<file path="config.mk">
export PLATFORM = sky130hd
export DESIGN_NAME = smr_ram
export DESIGN_NICKNAME = d
export VERILOG_FILES = /design/src/rtl/smr_ram.sv
export SDC_FILE = /design/constraint.sdc
export NUM_CORES = 1
export LEC_CHECK = 0
export ABC_CLOCK_PERIOD_IN_PS = 3000
export BUFFER_PORTS_ARGS = -buffer_cell sky130_fd_sc_hd__clkbuf_2
export CAP_MARGIN = 20
export CORE_ASPECT_RATIO = 0.5
export CORE_UTILIZATION = 30
export CTS_CLUSTER_SIZE = 14
export DETAILED_ROUTE_END_ITERATION = 10
export MAX_ROUTING_LAYER = met4
export PLACE_DENSITY = 0.55
export SYNTH_ARGS = -nofsm -noshare
export SYNTH_HDL_FRONTEND = slang
export SYNTH_SLANG_ARGS = --single-unit
export TNS_END_PERCENT = 30
</file>
<file path="constraint.sdc">
create_clock -name i_clk -period 3 [get_ports i_clk]
set_clock_uncertainty 0.2 [all_clocks]
set_input_delay 0.9 -clock i_clk [delete_from_list [all_inputs] [get_ports i_clk]]
set_output_delay 0.9 -clock i_clk [all_outputs]
set_load 0.1 [all_outputs]
</file>
<file path="src/rtl/smr_ram.sv">
`default_nettype none
module smr_ram #(
    parameter int WIDTH = 8,
    parameter int DEPTH = 16
) (
    input  wire logic                     i_clk,
    input  wire logic                     i_we,
    input  wire logic [$clog2(DEPTH)-1:0] i_waddr,
    input  wire logic [WIDTH-1:0]         i_wdata,
    input  wire logic [$clog2(DEPTH)-1:0] i_raddr,
    output logic      [WIDTH-1:0]         o_rdata
);
    logic [WIDTH-1:0] r_mem [DEPTH];

    // Synchronous write and registered read.
    always_ff @(posedge i_clk) begin
        if (i_we) begin
            r_mem[i_waddr] <= i_wdata;
        end
        o_rdata <= r_mem[i_raddr];
    end
endmodule
`default_nettype wire

</file>
Yosys cells after proc, flatten, opt, wreduce, memory -nomap -nowiden
Memories as Yosys holds them, arrays and structs flattened. A register that Yosys moved wholly into a read port is not among the register bits.
Cells that the tools add are included.
{"block": "classes", "n_mux": 2}
{"op": "1-bit two-way mux", "n": 2}
{"block": "word_totals", "ff_bits": 0, "ramBits": 128, "in_bits": 18, "out_inout_bits": 8, "elab_cells": 3, "n_memories": 1}
{"memory": "r_mem", "depth": 16, "width": 8, "rd": 1, "rd_ports_with_merged_regs": 1, "wr": 1, "line_no": "13", "rtl": "logic [WIDTH-1:0] r_mem [DEPTH];"}

Longest topological paths before layout
{"block": "depth", "ltp_word": 2, "mapped_depth": 5, "mapped_depth_nobuf": 3}

Worst setup path before layout
Ideal clock, no wire load.
{"block": "synth_timing", "kind": "input to register", "startpoint": "in i_waddr[2]", "endpoint": "mem r_mem[0][0], enable pin", "setup_time_ns": 0.383, "arrival_ns": 2.010, "t_required_ns": 2.417, "setup_slack_ns": 0.407, "cell_stages": 2, "n_path_buf": 0, "path_cell_list": "or3b_2 > nor3_1"}
{"item": "start, declared", "line_no": "8", "rtl": "input wire logic [$clog2(DEPTH)-1:0] i_waddr,"}
{"item": "end, declared", "line_no": "13"}
No word-level cell before the write port.

Worst setup path after layout
{"block": "layout_timing", "startpoint": "reg o_rdata[0], read port of r_mem", "endpoint": "out o_rdata[0]"}
{"item": "start, declared", "line_no": "11", "rtl": "output logic [WIDTH-1:0] o_rdata"}
No word-level cell between the ends.

==> impl_metrics.env <==
export IMPL_yosys_area_share_simple=0.0318
export IMPL_period_share=0.814
export IMPL_io_pins=26
export IMPL_diodes=0
export IMPL_drt_initial_drc_count=177
export IMPL_total_power_mw=4.55
export IMPL_report_final_hold_viol_count=0
export IMPL_crit_chain="clkbuf_2"
export IMPL_power_frac_comb=0.065
export IMPL_ys_top_cells_by_count="edfxtp_1, mux4_2, a22oi_1, mux4_1, nor2_1"
export IMPL_path_max_fanout=1
export IMPL_finalMaxSlewViolations=0
export IMPL_path_delay_family="buffers and inverters"
export IMPL_cts_sinks=136
export IMPL_synthXorXnorAreaFrac=0
export IMPL_min_to="o_rdata[0]$_DFF_P_"
export IMPL_die_area_um2=17700
export IMPL_synth_distinct_cells=19
export IMPL_final_nets=306
export IMPL_root_buffer="clkbuf_16"
export IMPL_worstPathArrival_ps=1340
export IMPL_dp_hpwl_um=6640
export IMPL_start_kind="register"
export IMPL_max_freq_mhz=410
export IMPL_grt_pass1_vias=2568
export IMPL_hold_depth=3
export IMPL_drc_errors=0
export IMPL_setup_slack_ps=558
export IMPL_cpMaxStageDelayCell="clkbuf_2"
export IMPL_cp_end_kind="primary output"
export IMPL_pwr_share_clk=0.465
export IMPL_avgRoutedWirePerCell_um=19.7
export IMPL_vias=2436
export IMPL_synth_compound_gate_area_share=0.0233
export IMPL_synth_flop_cell="edfxtp_1"
export IMPL_totalNegativeSetupSlack_ps=0
export IMPL_core_area_um2=16600
export IMPL_syn_avg_cell_area_um2=22.5
export IMPL_initial_utilization=0.311
export IMPL_hp_class="reg2reg"
export IMPL_rsz0062_at_grt="no"
export IMPL_seqPwrFrac=0.470
export IMPL_syn_to_final_growth_pct=22.0
export IMPL_fp_row_count=33
export IMPL_r2r_start="r_mem[1][1]$_DFFE_PP_"
export IMPL_r2r_cells=3
export IMPL_regToRegSetupSlack_ps=1380
export IMPL_synthCells=229
export IMPL_grt_usage=0.131
export IMPL_yosysMostFrequentCell="edfxtp_1"
export IMPL_hold_buffers=0
export IMPL_p_switching_mw=0.954
export IMPL_synth_seq_cells=136
export IMPL_antenna_found_initial=0
export IMPL_syn_nets=247
export IMPL_cp_required_ps=1900
export IMPL_wirelength_um=10400
export IMPL_maxSlewHeadroom=0.577
export IMPL_yosys_top_cells_area="edfxtp_1, mux4_2, mux4_1"
export IMPL_synth_top_family_by_area="multiplexers"
export IMPL_fp_dieW_um=187
export IMPL_synth_fa_ha_area_frac=0
export IMPL_rr_endpoint="o_rdata[1]$_DFF_P_"
export IMPL_numCtsBuffers=17
export IMPL_setup_violations_final=0
export IMPL_grt_max_degree=26
export IMPL_via_per_inst=4.61
export IMPL_die_h_um=94.6
export IMPL_io_buffers=25
export IMPL_synth_largest_area_cell="edfxtp_1"
export IMPL_async_reset_ff_frac=0
export IMPL_drive_gt1_frac=0.326
export IMPL_netlist_area_um2=5150
export IMPL_synth_edff_count=128
export IMPL_place_gp_congestion=0.752
export IMPL_cap_violations=0
export IMPL_synth_area_mux_share=0.150
export IMPL_nFillCells=1463
export IMPL_cts_path_max_buffers=2
export IMPL_peakVddDrop_uv=486
export IMPL_p_sw_frac=0.210
export IMPL_overflow=0
export IMPL_ys_seq_area_frac=0.778
export IMPL_path_clk_slew_ps=50
export IMPL_netlist_area_leader_share=0.747
export IMPL_pwr_density_cell_nw_per_um2=724
export IMPL_pre_cts_ws_ps=263
export IMPL_synth_yosys_warnings=0
export IMPL_htree_levels=4
export IMPL_clkLatencyLatePin_ps=410
export IMPL_period_minus_slack_ps=2440
export IMPL_firstDrtPassIters=5
export IMPL_grt_pass1_wl_um=15700
export IMPL_crit_cells=1
export IMPL_power_internal_mw=3.60
export IMPL_postCtsResizedCells=0
export IMPL_post_cts_buffers=0
export IMPL_cts_tree="built"
export IMPL_tightest_slew_ps=634
export IMPL_status="completed"
export IMPL_critPathMaxStageDelay_ps=500
export IMPL_crit_type="reg2out"
export IMPL_cellLeakagePower_nw=2.12
export IMPL_path_buf_inv=1
export IMPL_ant_nets=0
export IMPL_min_from="r_mem[4][0]$_DFFE_PP_"
-- layer usage --
| metal | routed length [um] | vias up | part of all wire | GRT usage |
|---|---|---|---|---|
| li1 | - | 1091 | - | - |
| met1 | 4830 | 1288 | 0.46 | 0.160 |
| met2 | 5010 | 44 | 0.48 | 0.208 |
| met3 | 395 | 13 | 0.038 | 0.0353 |
| met4 | 155 | 0 | 0.015 | 0.0533 |
| met5 | 0 | - | 0 | - |
-- power groups by stage --
stage	clock, mW	sequential, mW	combinational (mW)
finish	2.12	2.14	0.294
CTS	2.15	2.14	0.298
global route	2.22	2.14	0.312
global placement	0	2.18	0.291
detailed placement	0	2.18	0.297
floorplan	0	2.27	0.108
-- metrics by stage --
step                area (um2)  cells  hold slack [ps]  utilization
CTS                       6280    528              470        0.379
floorplan                 5150    229              429            -
finish                    6280    528              474        0.379
global placement          5670    496              460        0.342
global route              6280    528              518        0.379
detailed placement        5670    496              460        0.342
-- how the worst max path moves through the flow --
| stage | from | endpoint |
|---|---|---|
| global placement | i_raddr[1] | o_rdata[0]$_DFF_P_ |
| finish | o_rdata[0]$_DFF_P_ | o_rdata[0] |
| floorplan | i_waddr[2] | r_mem[0][0]$_DFFE_PP_ |
| CTS | o_rdata[0]$_DFF_P_ | o_rdata[0] |
| global route | o_rdata[0]$_DFF_P_ | o_rdata[0] |
| detailed placement | i_raddr[1] | o_rdata[0]$_DFF_P_ |
-- cell type report --
class	count	area, um2	share of cell area
clock buffers	19	433	0.0689
clock inverters	13	179	0.0285
multi-input cells	83	1060	0.168
flip-flops and latches	136	4000	0.637
well taps	227	284	0.0452
repair buffers	50	325	0.0518
-- registers in the layout, indices dropped and copies added, names as in the netlist --
name	count
r_mem	128
o_rdata	8
-- cells by family (layout without fill, tap and decap cells) --
logic type | Yosys count | after routing
multiplexers | 32 | 32
buffers and inverters | 10 | 82
AO/OA/AOI/OAI | 16 | 16
flip-flops | 136 | 136
AND/OR/NAND/NOR | 35 | 35
-- layout by cell type (no fill, tap or decap), types with 2 or more instances in the layout --
cell type	n
mux4_1	14
clkbuf_1	2
bufinv_16	4
nand3b_1	2
mux4_2	18
edfxtp_1	128
clkinv_4	2
clkinvlp_4	3
nor2_1	13
dfxtp_1	8
nand2b_1	2
clkbuf_2	25
nand2_1	9
a22oi_1	16
buf_4	24
clkbuf_16	17
clkinv_2	3
nor3_1	4
Power figures use the tool's default switching activity.
