<file path="src/rtl/smr_pkg.sv">
`default_nettype none
package smr_pkg;

    // Flush causes as they appear on the output.
    localparam logic [1:0] CAUSE_CLOSE   = 2'd0;
    localparam logic [1:0] CAUSE_ALL     = 2'd1;
    localparam logic [1:0] CAUSE_LATER   = 2'd2;
    localparam logic [1:0] CAUSE_EXPIRED = 2'd3;

    // Input command codes.
    localparam logic CMD_SEGMENT = 1'b0;
    localparam logic CMD_TICK    = 1'b1;

    // Register addresses.
    localparam logic [1:0] REG_TTL_MS = 2'd0;

    localparam logic [31:0] TTL_RESET = 32'd30000;

    // One flush job handed from the front end to the streaming back end.
    typedef struct packed {
        logic [23:0] addr;
        logic [7:0]  entry;
        logic [4:0]  count;
        logic [1:0]  cause;
    } t_flush_job;

    // Item taken by the front end.
    typedef struct packed {
        logic        cmd;
        logic [23:0] addr;
        logic [3:0]  seg_index;
        logic        close_out;
        logic [63:0] data_low;
        logic [15:0] data_high;
        logic [31:0] time_ms;
    } t_in_item;

endpackage
`default_nettype wire

</file>
<file path="src/rtl/smr_queue.sv">
`default_nettype none
module smr_queue #(
    parameter int DEPTH = 2
) (
    input  wire logic                i_clk,
    input  wire logic                i_rst_n,
    input  wire logic                i_valid,
    output logic                     o_ready,
    input  wire smr_pkg::t_flush_job i_job,
    output logic                     o_valid,
    input  wire logic                i_ready,
    output smr_pkg::t_flush_job      o_job
);
    import smr_pkg::*;

    localparam int AW = (DEPTH > 1) ? $clog2(DEPTH) : 1;

    t_flush_job     r_buf [DEPTH];
    logic [AW-1:0]  r_wp, r_rp;
    logic [AW:0]    r_cnt;
    logic           w_push, w_pop;

    assign o_ready = (r_cnt != (AW+1)'(DEPTH));
    assign o_valid = (r_cnt != '0);
    assign o_job   = r_buf[r_rp];
    assign w_push  = i_valid && o_ready;
    assign w_pop   = o_valid && i_ready;

    // Small circular job queue.
    always_ff @(posedge i_clk) begin
        if (!i_rst_n) begin
            r_wp  <= '0;
            r_rp  <= '0;
            r_cnt <= '0;
        end else begin
            if (w_push) begin
                r_wp <= (r_wp == AW'(DEPTH - 1)) ? '0 : r_wp + 1'b1;
            end
            if (w_pop) begin
                r_rp <= (r_rp == AW'(DEPTH - 1)) ? '0 : r_rp + 1'b1;
            end
            r_cnt <= r_cnt + (AW+1)'(w_push) - (AW+1)'(w_pop);
        end
    end

    always_ff @(posedge i_clk) begin
        if (w_push) begin
            r_buf[r_wp] <= i_job;
        end
    end
endmodule
`default_nettype wire

</file>
<file path="config.mk">
export PLATFORM = sky130hd
export DESIGN_NAME = smr_queue
export DESIGN_NICKNAME = d
export VERILOG_FILES = /design/src/rtl/smr_pkg.sv /design/src/rtl/smr_queue.sv
export SDC_FILE = /design/constraint.sdc
export NUM_CORES = 1
export LEC_CHECK = 0
export BUFFER_PORTS_ARGS = -buffer_cell sky130_fd_sc_hd__clkbuf_2
export CELL_PAD_IN_SITES_DETAIL_PLACEMENT = 1
export CELL_PAD_IN_SITES_GLOBAL_PLACEMENT = 1
export CORE_UTILIZATION = 44
export DETAILED_ROUTE_END_ITERATION = 8
export PLACE_DENSITY_LB_ADDON = 0.1
export SYNTH_ARGS = -nofsm -noshare
export SYNTH_HDL_FRONTEND = slang
export SYNTH_SLANG_ARGS = --single-unit
export TNS_END_PERCENT = 30
</file>
<file path="constraint.sdc">
create_clock -name i_clk -period 4.3 [get_ports i_clk]
set_input_delay 0.43 -clock i_clk [delete_from_list [all_inputs] [get_ports i_clk]]
set_output_delay 0.43 -clock i_clk [all_outputs]
set_load 0.02 [all_outputs]
</file>
Word-level counts from Yosys, hierarchy flattened
Memory sizes are Yosys's and may differ from the RTL's. A register that Yosys moved wholly into a read port is not among the register bits.
Index checks and enable logic that the tools add are counted.
Widths: inputs -> output; s select.
{"block": "op_classes", "addsub": 4, "n_eq_ne": 1, "n_mux": 6, "reduce_logical": 3}
{"operator": "$mux 1", "count": 6}
{"operator": "$add 1x1->1 const B", "count": 2}
{"operator": "$add 2x1->2", "count": 1}
{"operator": "$logic_and 1x1->1", "count": 2}
{"operator": "$ne 2x2->1 const B", "count": 1}
{"operator": "$reduce_bool 2->1", "count": 1}
{"operator": "$sub 2x1->2", "count": 1}
{"block": "totals", "reg_bits": 4, "ramBits": 78, "input_bits": 43, "output_inout_bits": 41, "wordCells": 18, "memories": 1}
{"memory": "r_buf", "words": 2, "width": 39, "read_ports": 1, "rd_ports_with_merged_regs": 1, "wr": 1, "line_no": "smr_queue.sv:18", "rtl": "t_flush_job r_buf [DEPTH];"}

Logic depth before layout (Yosys ltp)
Gate-level depths: netlist of run 1.
{"block": "depth", "depth_word": 4, "ltp_mapped": 6, "depth_no_buf": 6}

Least setup slack after synthesis of run 1
Ideal clock, no wire load.
{"block": "synth_timing", "kind": "reg-to-reg", "start": "register r_cnt[0]", "end": "memory r_buf[1][0] in the netlist's numbering, enable pin", "setup_time_ps": 400, "arrival_time_ps": 1744, "required_ps": 3900, "path_slack_ps": 2156, "stages_incl_launch_ff": 3, "path_buffers": 0, "synth_period_minus_slack_ps": 2144, "cell_sequence": "dfxtp_1 -> nand2b_1 -> and3_1"}
{"block": "synth_between", "elab_chain_cells": 4}
{"element": "start, declared", "line_no": "smr_queue.sv:20", "rtl": "logic [AW:0] r_cnt;"}
{"element": "start signal, assigned", "line_no": "smr_queue.sv:42", "rtl": "r_cnt <= r_cnt + (AW+1)'(w_push) - (AW+1)'(w_pop);"}
{"element": "$ne 2x2->1", "line_no": "smr_queue.sv:23", "rtl": "assign o_ready = (r_cnt != (AW+1)'(DEPTH));"}
{"element": "via o_ready", "line_no": "smr_queue.sv:8", "rtl": "output logic o_ready,"}
{"element": "$logic_and 1x1->1", "line_no": "smr_queue.sv:26", "rtl": "assign w_push = i_valid && o_ready;"}
{"element": "$mux 1", "line_no": "smr_queue.sv:47", "rtl": "if (w_push) begin"}
{"element": "$mux 1 (implied by the code)", "line_no": "smr_queue.sv:48", "rtl": "r_buf[r_wp] <= i_job;"}
{"element": "end, declared", "line_no": "smr_queue.sv:18"}
The timed path passes the listed nets, and every way through them passes these cells.

==> impl_metrics.tcl, run 1 <==
set metrics [dict create \
    grt_pass1_vias 1764 \
    drv_cap 0 \
    core-area_um2 6790 \
    pin_count 84 \
    gp_congestion 0.657 \
    fmaxAchievable_mhz 421 \
    dr.pass1.iters 4 \
    final.period_utilization_pct 55.3 \
    hold_class "input pin to flop" \
    netlist_instances 150 \
    die_y_um 86.1 \
    antenna_cells 0 \
    drtIter0Drc 93 \
    cts-root-buf "clkbuf_8" \
    synth-async-reset-ratio_pct 0 \
    cts_setup_buffers 0 \
    rsz0062_at_grt "no" \
    dieArea_um2 7410 \
    yosysWarnings 0 \
    clkTransAtPathRegs_ns 0.08 \
    slowest_stage "dfxtp_2" \
    synth_most_common_cell "edfxtp_1" \
    crit_buf_inv 1 \
    routed-via-count 1633 \
    area_delta_synth_final_pct 22.5 \
    clk_latency_ns 0.34 \
    cts_resized 0 \
    synth_enable_flop_cells 78 \
    path_cells "mux2_2 > clkbuf_2" \
    synth_top_family_by_area "multiplexers" \
    synth-xor-area-share_pct 0.282 \
    preCtsSetupSlack_ns 2.23 \
    antenna_found_initial 0 \
    drive_above_1_share_pct 56.9 \
    initial_core_util_pct 45.8 \
    htree_levels 3 \
    grt_usage_pct 15.8 \
    ys.flop_type "edfxtp_1" \
    clock_sinks 83 \
    fin_crit_ns 2.38 \
    crit_path_start_kind "flop" \
    synth_area_leaders "edfxtp_1, mux2_2, mux2_4" \
    synthSimpleGateAreaFrac_pct 2.37 \
    yosys.area.top_type_share_pct 75.3 \
    power_mw 2.06 \
    ir_worst_vdd_mv 0.311 \
    end_kind "primary output" \
    path_class "flop to primary output" \
    cts_hold_buf 0 \
    relSlewSlack_pct 31.7 \
    crit_fanout 39 \
    arrival_ns 1.95 \
    cts_tree "yes" \
    grt_start_max_net_pins 40 \
    slew_viol_final 0 \
    synthAdderAreaFrac_pct 0.402 \
    wl_per_cell_um 16.1 \
    synth.area.mux_share_pct 15.6 \
    synth_compound_area_share_pct 1.73 \
    total_leakage_power_nw 1.47 \
    grt_pass1_wl_um 8480 \
    hold_viol 0 \
    setup_violations 0 \
    rows 30 \
    hold_ws_ns 0.276 \
    synthesis.nets 194 \
    power_density_nw_per_um2 541 \
    numCtsBuffers 9 \
    io_buffers 83 \
    ys_ff_latch 83 \
    vias_per_cell 4.77 \
    hpwl_um 3790 \
    fin_cells 342 \
    synth_commonest_cells "edfxtp_1, mux2_2, mux2_4" \
    wirelength_um 5510 \
    antenna_left 0 \
    syn_area_um2 3110 \
    syn_area_per_cell_um2 20.7 \
    worst_pin_slew_ns 1.02 \
    finish.net_count 285 \
    status "finished, final reports clean" \
    ys_types 26 \
    overflow 0 \
    design_area_um2 3810 \
    dpl_cell_area_um2 3630 \
    worstPathRequired_ns 3.87 \
    synth_seq_area_share_pct 78.5 \
    cp_slowest_stage_delay_ns 1.01 \
    finalSetupTns_ns 0 \
    setup_ws_ns 1.92 \
    drc 0 \
    final_util_pct 56.1 \
    die_w_um 86.1 \
    critical_path.top_delay_family "flip-flops" \
    finalClockSkew_ns 0.00747 \
    synth_top_area_cell "edfxtp_1" \
    cts-root-to-sink-buffers 2 \
    placed_cells 326 \
]
[worst register-to-register path, stage by stage, from the launching register on]
cell and delay (ns):
dfxtp_1 0.38, nand2b_1 0.22, nand3b_1 0.14, clkinv_1 0.50, buf_4 0.47
[power by group]
group / total [mW] / switching, mW / leakage [nW] / internal (mW)
registers: 1.06 / 0.0737 / 0.772 / 0.984
logic: 0.480 / 0.261 / 0.601 / 0.219
clock network: 0.523 / 0.259 / 0.0935 / 0.264
[metal layers]
layer,wire length [um],share of wire [%],vias to the layer above,global-route usage (%)
met4,95,1.7,0,8.64
li1,-,-,769,-
met3,311,5.6,8,4.04
met2,2880,52,56,27.6
met5,0,0,-,0
met1,2230,40,800,17.7
[worst paths after layout]
kind         cells past startpoint                     end                 from  slack [ns]
max                              2               o_job[28]                 flop        1.92
min                              1  r_buf[0][23]$_DFFE_PP_            i_job[23]        0.28
max reg2reg                      4  r_buf[0][35]$_DFFE_PP_  r_cnt[0]$_SDFF_PN0_        2.32
min reg2reg                      2       r_wp$_SDFFE_PN0P_    r_wp$_SDFFE_PN0P_        0.60
[sequential cells by signal, summed over array words and instances, names as in the netlist, named ones only]
name   cells
r_cnt      2
r_rp       1
r_buf     78
r_wp       1
[cell families after synthesis]
| logic type | count (synthesis) |
|---|---|
| xor gates and xnor gates | 1 |
| DFF | 83 |
| AOI/OAI and AO/OA | 7 |
| adders and majority gates | 1 |
| and+or+nand+nor | 13 |
| muxes | 40 |
| buffers and inverters | 5 |
[placed cells by master (no fill, tap or decap)]
| master | count |
|---|---|
| clkbuf_2 | 83 |
| edfxtp_1 | 78 |
| mux2_2 | 29 |
| mux2_4 | 10 |
| clkbuf_8 | 9 |
| dfxtp_1 | 4 |
| and2_1 | 3 |
| clkinv_2 | 3 |
| nand2b_1 | 2 |
| nor2_1 | 2 |
| clkinv_1 | 2 |
| a21bo_1 | 2 |
| or2_2 | 1 |
| nor2b_1 | 1 |
| a211oi_1 | 1 |
| nand3_1 | 1 |
| o21ai_0 | 1 |
| nand3b_1 | 1 |
| o21ai_1 | 1 |
| xnor2_1 | 1 |
| and3_2 | 1 |
| a21boi_1 | 1 |
| nand2_1 | 1 |
| a32oi_1 | 1 |
| mux2i_1 | 1 |
| ha_1 | 1 |
| dfxtp_2 | 1 |
| clkinvlp_4 | 1 |
| bufinv_16 | 1 |
| clkbuf_1 | 1 |
| buf_4 | 1 |
[layout make-up]
type                            instances  area, um2
Multi-Input combinational cell         62        637
Inverter                                1       3.75
Sequential cell                        83       2440
Clock buffer                           10        128
Tap cell                               96        120
Timing Repair Buffer                   84        423
Fill cell                             646       2980
Clock inverter                          6       56.3
(Power assumes the default switching activity.)
==> run 2, diff against run 1 <==
--- a/config.mk
+++ b/config.mk
@@ -8,7 +8,7 @@
 export BUFFER_PORTS_ARGS = -buffer_cell sky130_fd_sc_hd__clkbuf_2
 export CELL_PAD_IN_SITES_DETAIL_PLACEMENT = 1
 export CELL_PAD_IN_SITES_GLOBAL_PLACEMENT = 1
-export CORE_UTILIZATION = 44
+export CORE_UTILIZATION = 39
 export DETAILED_ROUTE_END_ITERATION = 8
 export PLACE_DENSITY_LB_ADDON = 0.1
 export SYNTH_ARGS = -nofsm -noshare
==> constraint.sdc (replaced) <==
create_clock -name i_clk -period 1.9 [get_ports i_clk]
set_input_delay 0.19 -clock i_clk [delete_from_list [all_inputs] [get_ports i_clk]]
set_output_delay 0.19 -clock i_clk [all_outputs]
set_load 0.02 [all_outputs]
==> impl_metrics.tcl, run 2 (synthesis results as in run 1) <==
set metrics [dict create \
    grt_pass1_vias 1693 \
    htree_levels 3 \
    reg2regPathDepth 4 \
    cts-root-buf "clkbuf_8" \
    max_flop_register "r_buf" \
    grt_start_max_net_pins 40 \
    path_class "flop to primary output" \
    pin_count 84 \
    worst_pin_slew_ns 0.279 \
    largest_reg_flops 78 \
    grt_usage_pct 13.7 \
    clkTransAtPathRegs_ns 0.08 \
    r2r-end "r_buf[0][25]$_DFFE_PP_" \
    initial_core_util_pct 40.3 \
    crit_fanout 16 \
    regToRegStartpoint "r_cnt[0]$_SDFF_PN0_" \
    die_w_um 91.3 \
    rsz0062_at_grt "no" \
    seq_area_um2 2440 \
    gp_congestion 0.694 \
    drtIter0Drc 52 \
    status "finished, final reports clean" \
    multi_input_area_um2 637 \
    n_fill_cell 737 \
    dr.pass1.iters 5 \
    wirelength_um 5250 \
    fin_crit_ns 1.76 \
    cts_resized 0 \
    core-area_um2 7730 \
    top_regs "r_buf (78), r_cnt (2)" \
    wl_per_cell_um 15.0 \
    cts_hold_buf 0 \
    r2r_slack_ns 0.47 \
    drv_cap 0 \
    preCtsSetupSlack_ns 0.462 \
    clk_latency_ns 0.34 \
    cts-root-to-sink-buffers 2 \
    hpwl_um 3520 \
    vias_per_cell 4.66 \
    cp-endpoint "o_job[4]" \
    drive_above_1_share_pct 57.4 \
    cts_setup_buffers 0 \
    final_common_cell "clkbuf_2" \
    end_kind "primary output" \
    final_util_pct 50.5 \
    dieArea_um2 8340 \
    cts_tree "yes" \
    finish.net_count 288 \
    relSlewSlack_pct 81.4 \
    rows 32 \
    worstPathRequired_ns 1.71 \
    ir_worst_vdd_mv 0.442 \
    grt_pass1_wl_um 8340 \
    area_delta_synth_final_pct 25.3 \
    antenna_cells 0 \
    setup_ws_ns 0.141 \
    io_buffers 83 \
    slew_viol_final 0 \
    die_y_um 91.3 \
    setup_violations 0 \
    hold_viol 0 \
    routed-via-count 1637 \
    fmaxAchievable_mhz 568 \
    total_leakage_power_nw 1.50 \
    mostFrequentLayoutCells "clkbuf_2, edfxtp_1, mux2_2" \
    crit_path_start_kind "flop" \
    antenna_left 0 \
    power_mw 4.74 \
    finalClockSkew_ns 0.00530 \
    numCtsBuffers 9 \
    overflow 0 \
    arrival_ns 1.57 \
    hold_class "input pin to flop" \
    antenna_found_initial 0 \
    final.period_utilization_pct 92.6 \
    drc 0 \
    clock_sinks 83 \
    power_density_nw_per_um2 1220 \
]
-- run 2: cell type report --
| class | instances | share of cell area, % |
|---|---|---|
| Clock buffer | 9 | 3.18 |
| Clock inverter | 7 | 1.73 |
| Inverter | 1 | 0.0963 |
| Multi-Input combinational cell | 62 | 16.3 |
| Sequential cell | 83 | 62.7 |
| Tap cell | 102 | 3.27 |
| Timing Repair Buffer | 87 | 12.7 |
-- run 2: how the worst min path moves through the flow --
stage,startpoint,slack (ns),endpoint,cells past startpoint
CTS,i_job[10],0.02,r_buf[0][10]$_DFFE_PP_,1
detailed placement,i_job[33],0.38,r_buf[1][33]$_DFFE_PP_,1
floorplan,i_job[0],0.29,r_buf[0][0]$_DFFE_PP_,0
global placement,i_job[37],0.38,r_buf[0][37]$_DFFE_PP_,1
global route,i_job[29],0.02,r_buf[0][29]$_DFFE_PP_,1
finish,i_job[10],0.03,r_buf[1][10]$_DFFE_PP_,1
-- run 2: critical path, cell delays in order (launching register included) --
cell,delay [ns]
dfxtp_2,0.50
buf_12,0.21
mux2_2,0.35
clkbuf_2,0.16
-- run 2: through the flow --
stage | TNS, ns | cell area (um2) | instances | hold slack (ns)
2_1_floorplan | -4.02 | 3110 | 150 | 0.289
3_3_place_gp | 0 | 3710 | 335 | 0.380
3_5_place_dp | 0 | 3710 | 335 | 0.383
4_1_cts | 0 | 3900 | 351 | 0.0162
5_1_grt | 0 | 3900 | 351 | 0.0168
6_report | 0 | 3900 | 351 | 0.0304
-- run 2: routing by layer --
metal	share of wire (%)	up-vias	global-route usage (%)	wire, um
met4	2.0	0	7.54	104
met1	41	797	15.9	2180
met3	6.1	10	4.44	321
met2	50	53	22.5	2650
met5	0	-	0	0
li1	-	777	-	-
-- run 2: power breakdown --
part / total, mW / switching [mW] / internal, mW
clock network: 1.21 / 0.604 / 0.602
registers: 2.31 / 0.0888 / 2.22
logic: 1.23 / 0.672 / 0.555
total: 4.74 / 1.36 / 3.38
