===== config.mk =====
export PLATFORM = sky130hd
export DESIGN_NAME = smr_front
export DESIGN_NICKNAME = d
export VERILOG_FILES = /design/src/rtl/smr_pkg.sv /design/src/rtl/smr_front.sv
export SDC_FILE = /design/constraint.sdc
export NUM_CORES = 2
export LEC_CHECK = 0
export ABC_CLOCK_PERIOD_IN_PS = 9400
export BUFFER_PORTS_ARGS = -buffer_cell sky130_fd_sc_hd__buf_2
export CAP_MARGIN = 20
export CORE_UTILIZATION = 56
export CTS_CLUSTER_DIAMETER = 80
export DETAILED_ROUTE_END_ITERATION = 10
export HOLD_SLACK_MARGIN = 0.1
export PLACE_DENSITY_LB_ADDON = 0.2
export SLEW_MARGIN = 10
export SYNTH_ARGS = -nofsm -noshare
export SYNTH_HDL_FRONTEND = slang
export SYNTH_SLANG_ARGS = --single-unit

===== constraint.sdc =====
create_clock -name i_clk -period 9.4 [get_ports i_clk]
set_input_delay 0 -clock i_clk [delete_from_list [all_inputs] [get_ports i_clk]]
set_output_delay 0 -clock i_clk [all_outputs]
set_load 0.02 [all_outputs]

===== src/rtl/smr_pkg.sv =====
`default_nettype none
package smr_pkg;

    // Flush causes as they appear on the output.
    localparam logic [1:0] CAUSE_CLOSE   = 2'd0;
    localparam logic [1:0] CAUSE_ALL     = 2'd1;
    localparam logic [1:0] CAUSE_LATER   = 2'd2;
    localparam logic [1:0] CAUSE_EXPIRED = 2'd3;

    // Input command codes.
    localparam logic CMD_SEGMENT = 1'b0;
    localparam logic CMD_TICK    = 1'b1;

    // Register addresses.
    localparam logic [1:0] REG_TTL_MS = 2'd0;

    localparam logic [31:0] TTL_RESET = 32'd30000;

    // One flush job handed from the front end to the streaming back end.
    typedef struct packed {
        logic [23:0] addr;
        logic [7:0]  entry;
        logic [4:0]  count;
        logic [1:0]  cause;
    } t_flush_job;

    // Item taken by the front end.
    typedef struct packed {
        logic        cmd;
        logic [23:0] addr;
        logic [3:0]  seg_index;
        logic        close_out;
        logic [63:0] data_low;
        logic [15:0] data_high;
        logic [31:0] time_ms;
    } t_in_item;

endpackage
`default_nettype wire


===== src/rtl/smr_front.sv =====
`default_nettype none
module smr_front #(
    parameter int ENTRIES  = 16,
    parameter int SEGMENTS = 16,
    parameter int EW       = 4,
    parameter int SW       = 4
) (
    input  wire logic                i_clk,
    input  wire logic                i_rst_n,
    input  wire logic                i_valid,
    output logic                     o_ready,
    input  wire smr_pkg::t_in_item   i_item,
    input  wire logic [31:0]         i_ttl_ms,
    // Segment store write port.
    output logic                     o_st_we,
    output logic [EW+SW-1:0]         o_st_waddr,
    output logic [79:0]              o_st_wdata,
    // Flush job queue write side.
    output logic                     o_job_valid,
    input  wire logic                i_job_ready,
    output smr_pkg::t_flush_job      o_job,
    // Back end has streamed the last segment of an entry's run.
    input  wire logic                i_done,
    input  wire logic [EW-1:0]       i_done_entry
);
    import smr_pkg::*;

    typedef enum logic [2:0] {
        S_IDLE  = 3'b001,
        S_EVAL  = 3'b010,
        S_FLUSH = 3'b100
    } t_state;

    t_state            r_state, n_state;
    t_in_item          r_item;
    logic [ENTRIES-1:0] r_valid;
    logic [ENTRIES-1:0] r_busy, n_busy;
    logic [23:0]       r_eaddr   [ENTRIES];
    logic [SEGMENTS-1:0] r_mask  [ENTRIES];
    logic [31:0]       r_seen    [ENTRIES];
    logic [EW-1:0]     r_sweep;
    logic [EW-1:0]     r_ent;
    logic              r_hit;
    logic              r_has_free;
    t_flush_job        r_job;

    // Associative match of the offered item and lowest free entry.
    logic [EW-1:0] w_hit_e, w_free_e;
    logic          w_hit, w_free;
    always_comb begin
        w_hit = 1'b0;
        w_hit_e = '0;
        w_free = 1'b0;
        w_free_e = '0;
        for (int e = ENTRIES - 1; e >= 0; e--) begin
            if (r_valid[e] && r_eaddr[e] == i_item.addr) begin
                w_hit = 1'b1;
                w_hit_e = EW'(e);
            end
            if (!r_valid[e]) begin
                w_free = 1'b1;
                w_free_e = EW'(e);
            end
        end
    end

    // Mask after this segment and its contiguous run.
    logic [SEGMENTS-1:0] w_mask;
    logic [4:0]          w_run;
    logic                w_later;
    logic [31:0]         w_age;
    always_comb begin
        w_mask = (r_hit ? r_mask[r_ent] : '0)
               | (SEGMENTS'(1) << r_item.seg_index[SW-1:0]);
        w_run = 5'(SEGMENTS);
        for (int k = SEGMENTS - 1; k >= 0; k--) begin
            if (!w_mask[k]) begin
                w_run = 5'(k);
            end
        end
        w_later = 1'b0;
        for (int k = 0; k < SEGMENTS; k++) begin
            if (k >= w_run && w_mask[k]) begin
                w_later = 1'b1;
            end
        end
        w_age = r_item.time_ms - r_seen[r_sweep];
    end

    // Tick run length of the swept entry.
    logic [4:0] w_trun;
    always_comb begin
        w_trun = 5'(SEGMENTS);
        for (int k = SEGMENTS - 1; k >= 0; k--) begin
            if (!r_mask[r_sweep][k]) begin
                w_trun = 5'(k);
            end
        end
    end

    logic w_idx_ok;
    assign w_idx_ok = ({1'b0, r_item.seg_index} < 5'(SEGMENTS));

    // A new address may not take an entry whose run is still being streamed.
    logic w_wait;
    assign w_wait = (r_state == S_EVAL) && (r_item.cmd == CMD_SEGMENT) && w_idx_ok
                    && !r_hit && r_has_free && r_busy[r_ent];

    assign o_ready     = (r_state == S_IDLE);
    assign o_job_valid = (r_state == S_FLUSH);
    assign o_job       = r_job;

    always_comb begin
        o_st_we    = 1'b0;
        o_st_waddr = {r_ent, r_item.seg_index[SW-1:0]};
        o_st_wdata = {r_item.data_high, r_item.data_low};
        if (r_state == S_EVAL && r_item.cmd == CMD_SEGMENT && w_idx_ok
            && (r_hit || r_has_free) && !w_wait) begin
            o_st_we = 1'b1;
        end
    end

    always_comb begin
        n_state = r_state;
        case (r_state)
            S_IDLE:  if (i_valid) n_state = S_EVAL;
            S_EVAL:  n_state = w_wait ? S_EVAL : S_IDLE;
            S_FLUSH: if (i_job_ready) n_state = S_IDLE;
            default: n_state = S_IDLE;
        endcase
        if (r_state == S_EVAL) begin
            if (r_item.cmd == CMD_TICK) begin
                if (r_valid[r_sweep] && w_age > i_ttl_ms && r_mask[r_sweep][0]) begin
                    n_state = S_FLUSH;
                end
            end else if (w_idx_ok && (r_hit || r_has_free) && !w_wait && w_mask[0]
                         && (r_item.close_out || w_run == 5'(SEGMENTS)
                             || (w_run >= 5'd2 && w_later))) begin
                n_state = S_FLUSH;
            end
        end
    end

    // Entries are busy from the hand-off of their flush job until the run has left.
    always_comb begin
        n_busy = r_busy;
        if (i_done) begin
            n_busy[i_done_entry] = 1'b0;
        end
        if (r_state == S_FLUSH && i_job_ready) begin
            n_busy[r_job.entry[EW-1:0]] = 1'b1;
        end
    end

    // Control state.
    always_ff @(posedge i_clk) begin
        if (!i_rst_n) begin
            r_state <= S_IDLE;
            r_valid <= '0;
            r_busy  <= '0;
            r_sweep <= '0;
            for (int e = 0; e < ENTRIES; e++) begin
                r_mask[e] <= '0;
            end
        end else begin
            r_state <= n_state;
            r_busy  <= n_busy;
            if (r_state == S_EVAL) begin
                if (r_item.cmd == CMD_TICK) begin
                    r_sweep <= (r_sweep == EW'(ENTRIES - 1)) ? '0 : r_sweep + 1'b1;
                    if (r_valid[r_sweep] && w_age > i_ttl_ms) begin
                        r_valid[r_sweep] <= 1'b0;
                        r_mask[r_sweep]  <= '0;
                    end
                end else if (w_idx_ok && (r_hit || r_has_free) && !w_wait) begin
                    if (n_state == S_FLUSH) begin
                        r_valid[r_ent] <= 1'b0;
                        r_mask[r_ent]  <= '0;
                    end else begin
                        r_valid[r_ent] <= 1'b1;
                        r_mask[r_ent]  <= w_mask;
                    end
                end
            end
        end
    end

    // Item capture, lookup results, entry payload and job.
    always_ff @(posedge i_clk) begin
        if (r_state == S_IDLE && i_valid) begin
            r_item <= i_item;
        end
        if (r_state == S_IDLE) begin
            r_hit      <= w_hit;
            r_has_free <= w_free;
            r_ent      <= w_hit ? w_hit_e : w_free_e;
        end
        if (r_state == S_EVAL) begin
            if (r_item.cmd == CMD_TICK) begin
                r_job.addr  <= r_eaddr[r_sweep];
                r_job.entry <= 8'(r_sweep);
                r_job.count <= w_trun;
                r_job.cause <= CAUSE_EXPIRED;
            end else if (w_idx_ok && (r_hit || r_has_free) && !w_wait) begin
                r_eaddr[r_ent] <= r_item.addr;
                r_seen[r_ent]  <= r_item.time_ms;
                r_job.addr  <= r_item.addr;
                r_job.entry <= 8'(r_ent);
                r_job.count <= w_run;
                r_job.cause <= r_item.close_out ? CAUSE_CLOSE
                             : (w_run == 5'(SEGMENTS)) ? CAUSE_ALL : CAUSE_LATER;
            end
        end
    end
endmodule
`default_nettype wire


Word-level counts from Yosys, hierarchy flattened
Memories as Yosys holds them, arrays and structs flattened. A register that Yosys moved wholly into a read port is not among the register bits.
Cells that the tools add are included.
Widths: inputs -> output; s select.
{"block": "word_totals", "mem_bits_ro": 0, "out_inout_bits": 130, "memories": 3, "word_cells": 313, "register_bits": 222, "latchBits": 0, "ram_bits": 1152}
{"block": "op_classes", "n_shift": 1, "muxes": 167, "bitwise_logic": 11, "addsub": 2, "magnitude_cmp": 26, "mul": 0, "div_mod_pow": 0, "n_eq_ne": 23, "n_reduce_logical": 62}
{"name": "r_seen", "depth": 16, "width": 32, "read_ports": 1, "rd_ports_with_merged_regs": 1, "wr": 1, "line_no": "smr_front.sv:40", "text": "logic [31:0] r_seen [ENTRIES];"}
{"name": "r_eaddr", "depth": 16, "width": 24, "read_ports": 17, "rd_ports_with_merged_regs": 1, "wr": 1, "line_no": "smr_front.sv:38", "text": "logic [23:0] r_eaddr [ENTRIES];"}
{"name": "r_mask", "depth": 16, "width": 16, "read_ports": 2, "rd_ports_with_merged_regs": 2, "wr": 16, "line_no": "smr_front.sv:39", "text": "logic [SEGMENTS-1:0] r_mask [ENTRIES];"}
{"op": "$eq 24x24->1", "n": 16}
{"op": "$mux 4", "n": 43}
{"op": "$mux 16", "n": 10}
{"op": "$mux 5", "n": 32}
{"op": "$mux 39", "n": 2}
{"op": "$mux 1", "n": 64}
{"op": "$logic_and 1x1->1", "n": 50}
{"op": "$and 16x16->16", "n": 3}
{"op": "$not 16->16", "n": 3}
{"op": "$or 16x16->16", "n": 3}
{"op": "$ge 4x5->1 const A", "n": 8}
{"op": "$gt 32x32->1", "n": 1}
{"op": "$reduce_or 16->1", "n": 2}
{"op": "$sub 32x32->32", "n": 1}
{"op": "$ge 3x5->1 const A", "n": 4}
{"op": "$lt 4x5->1 const B", "n": 4}
{"op": "$mux 3", "n": 6}
{"op": "$demux 1 s4", "n": 4}
{"op": "$ge 4x1->1 const B", "n": 4}
{"op": "$shl 1x4->16 const A", "n": 1}
{"op": "$reduce_and 15->1", "n": 1}
{"op": "$ge 1x5->1 const A", "n": 2}
{"op": "$ge 2x5->1 const A", "n": 2}
{"op": "$pmux 3 s3", "n": 1}
{"op": "17 further kinds", "n": 25}

Depth between registers and ports, before layout
{"block": "logic_depth", "word_depth": 52, "mapped_depth": 35, "mapped_depth_nobuf": 26}

Worst setup path after synthesis
No wires, ideal clock.
{"block": "synth_path", "path_type": "reg2reg", "from": "reg with a tool-made name", "to": "mem r_mask[15][0] (enable)", "required_ns": 8.989, "path_slack_ns": -0.344, "path_stages_with_launch": 31, "synth_period_minus_slack_ns": 9.744, "setup_ns": 0.411, "arrival_time_ns": 9.333, "path_cell_list": "dfxtp_1 > clkbuf_1 > buf_2 > buf_2 > buf_2 > buf_2 > buf_1 > mux4_2 > mux4_2 > inv_1 > ha_1 > a21o_1 > a21o_1 > a2111oi_0 > o21ai_0 > a2111oi_0 > nor3_1 > nor2_1 > a31oi_1 > a2111o_1 > a21oi_1 > xnor2_1 > ha_1 > nand4_1 > nor3_1 > nand2_1 > o211ai_1 > a31oi_1 > clkbuf_1 > or3_1 > o21ai_0"}
{"element": "end: declaration", "line_no": "smr_front.sv:39"}

==> run metrics <==
status finished, final reports clean; fillcell total about 8.0k; mean area per synthesized cell between 15 and 20 µm²; portion of total power attributed to sequential cells 50.1%; CP startpoint kind register; share of layout cells above drive strength 1 between 20% and 30%; final wirelength roughly 210000 µm; Arr. time, crit path 9.36 ns; clock group share of total power 42.4%; Crit Path Category register to register; dominant synthesized flop cell edfxtp_1; antenna viol nets, final 0; EDFF count, synth 1335; total leakage power roughly 24 nW; # rows 125; crit path max fanout 33; post-layout min period 8.86 ns; switching power 3.42 mW; WP data required 9.90 ns; via/cell ratio between 6 and 7; ys async rst share 0%; Placer Congestion roughly 1; Routed WL per cell approximately 34 µm; worst vdd ir 219 µV; Max Cap Viol 0; total track usage ~36%; Root Driver clkbuf_16; vias in the first global route 42.1k; die width around 350 µm; Combinational Power Share between 7 and 8%; global-route wire length before repair 303000 µm; Num CTS Buffers 147; f_max 113 MHz; nets slightly below 5k; H-tree Lvls 4; Final Max Slew Viols 0; worst r2r dst r_mask[0][2]$_SDFFCE_PN0P_; headroom to the max-slew limit between 20% and 30%; endpoints failing setup 0; Synth warnings 0; initial antenna violation count 10; Yosys reg bits 1382; dpl cells 5701; r2r setup slk 0.54 ns; largest net degree at the start of global routing around 110; core area 117000 µm²; CTS tree yes; drt first pass iters 8; CTS max path bufs 3; starting density of the core a little under three fifths; setup TNS 0 ns; non-filler cells, final 6252; DR vias 43.0k; Area growth syn-to-layout 15.8%; buffers added on ports 308; clk_lat worst skew 0.80 ns; post-synthesis sequential area ratio 62.1%; internal power around 11 mW; crit end category register; CTS sink count 1382; RSZ-0062 raised after global routing false; Total Power roughly 14 mW; clk_skew about 0.060 ns; Die Ht between 300 and 400 µm; worst-case reg-to-reg path depth 24; Synth Cell Area 66100 µm²; period utilization about 94%; total die area between 100000 and 150000 µm²; Hold Vio Cnt, Final 0; Iter 0 DRT Violations 6298; I/O pins roughly 310; Distinct cells, synth 85; worst slew pin tran 1.13 ns; Mapped Cells 4146; clock-pin slew on the worst setup and hold paths ~0.06 ns; Detailed Place HPWL 134000 µm; sw frac 24.1%; drc violations 0; Pwr Density 185 nW/µm²; end point of the critical path r_mask[0][2]$_SDFFCE_PN0P_; global route overflow 0; worst hold path type input pin to register
-- routing by layer --
layer / track usage (%) / wire length [µm]
met5: 0 / 60
met4: 12.7 / 7840
met3: 7.90 / 24500
met2: 53.7 / 97400
met1: 51.1 / 83100
-- per-stage QoR --
step                setup slack, ns  area [µm²]  util, %  hold slack (ns)
finish                        0.544       76500     65.7            0.261
global route                  0.169       76500     65.7            0.277
CTS                           0.210       76400     65.6            0.217
detailed placement            0.266       68700     59.0            0.178
global placement              0.403       68700     59.0            0.176
floorplan                    -0.344       66100        -           0.0989
-- flip-flops by register name, summed over array words and instances (netlist names), 4 cells and up, named ones only --
register / cells
r_seen: 512
o_job: 35
o_st_waddr: 4
r_item: 58
r_mask: 256
r_busy: 16
r_ent: 4
r_sweep: 4
o_st_wdata: 80
r_eaddr: 384
-- Yosys cell counts (30+ instances only) --
cell,count,area [µm²]
buf_4,107,803
nand4_1,134,838
mux2i_1,87,871
nor3_1,39,195
o21ai_0,74,370
mux2_2,30,338
clkbuf_1,174,653
nand3_1,60,300
dfxtp_1,47,941
a21oi_1,78,390
nor2_1,97,364
a22oi_1,33,248
edfxtp_1,1335,40100
nand2_1,163,612
nor4_1,236,1480
ha_1,67,838
mux4_2,396,8920
xor2_1,146,1280
nor4_2,80,1000
inv_1,88,330
buf_2,56,280
xnor2_1,277,2430
-- logic make-up after synthesis --
family,synth area share [%]
and+or+nand+nor,8.62
adders and majority gates,1.30
DFF,62.1
AOI/OAI and AO/OA,3.53
xor gates and xnor gates,5.61
buffers and inverters,3.49
other,0.00568
muxes,15.3
-- power by group through the flow --
stage / combinational, mW / sequential [mW] / clock (mW)
after global routing: 1.11 / 7.12 / 6.27
after floorplan: 0.629 / 7.16 / 0
after detailed placement: 0.933 / 7.23 / 0
after global placement: 0.930 / 7.22 / 0
final: 1.06 / 7.11 / 6.01
after CTS: 1.03 / 7.10 / 6.03
-- cell type report --
class | instances | area, µm² | area share [%]
Clock inverter | 89 | 1120 | 1.46
Sequential cell | 1382 | 41000 | 53.7
Inverter | 90 | 343 | 0.448
Antenna cell | 1 | 2.50 | 0.00327
Timing Repair Buffer | 683 | 5170 | 6.75
Clock buffer | 183 | 3850 | 5.04
Tap cell | 1524 | 1910 | 2.49
Multi-Input combinational cell | 2300 | 23100 | 30.1
-- worst min path at each step --
stage | from | endpoint | slack [ns] | depth (start not counted)
final | i_done_entry[2] | r_busy[3]$_SDFF_PN0_ | 0.26 | 5
after global routing | i_item[135] | r_item[135]$_DFFE_PP_ | 0.28 | 2
after CTS | i_done_entry[3] | r_busy[12]$_SDFF_PN0_ | 0.22 | 5
after detailed placement | i_item[70] | o_st_wdata[22]$_DFFE_PP_ | 0.18 | 1
after global placement | i_item[97] | o_st_wdata[49]$_DFFE_PP_ | 0.18 | 1
after floorplan | i_item[113] | o_st_waddr[0]$_DFFE_PP_ | 0.1 | 0
-- layout by cell type, fill, tap and decap left out, drive strengths merged, types with 10 or more instances in the layout --
master / netlist / routed
a21o: 26 / 26
a21oi: 78 / 78
a22oi: 33 / 33
a31oi: 15 / 15
and2: 14 / 14
buf: 203 / 409
bufinv: 0 / 17
clkbuf: 174 / 183
clkinv: 2 / 63
dfxtp: 47 / 47
dlygate4sd3: 0 / 274
edfxtp: 1335 / 1335
ha: 67 / 67
inv: 88 / 94
mux2: 30 / 30
mux2i: 88 / 88
mux4: 396 / 396
nand2: 163 / 163
nand2b: 23 / 23
nand3: 60 / 60
nand4: 134 / 134
nor2: 98 / 98
nor2b: 16 / 16
nor3: 39 / 39
nor4: 316 / 316
o211ai: 23 / 23
o21ai: 80 / 80
o22a: 11 / 11
o31ai: 17 / 17
or2: 11 / 11
or3: 10 / 10
or4: 10 / 10
xnor2: 277 / 277
xor2: 146 / 146
-- worst max-delay path: stages, from the launching register on --
cell and delay, ns:
dfxtp_4 0.57, buf_4 0.54, mux4_2 0.40, mux4_2 0.50, inv_1 0.08, ha_1 0.28
a2111oi_0 0.66, o21ai_0 0.27, a2111oi_0 0.54, buf_4 0.22, nor3_1 0.10, nor2_1 0.13
a31oi_1 0.15, a2111o_1 0.42, a21oi_1 0.18, xnor2_1 0.08, ha_1 0.30, nand4_1 0.13
nor3_1 0.51, nand2_1 0.09, o211ai_1 0.60, a31oi_2 0.31, or3_1 0.47, o21ai_2 0.69
buf_4 0.32
-- timing repair --
| item | in CTS | in global routing |
|---|---|---|
| setup endpoints to repair | 0 | 341 |
| buffers inserted | 0 | 1 |
| endpoints found under the hold margin | 192 | 0 |
| resized for setup | 0 | 3 |
| hold buffers | 274 | 0 |
(Power assumes the default switching activity.)
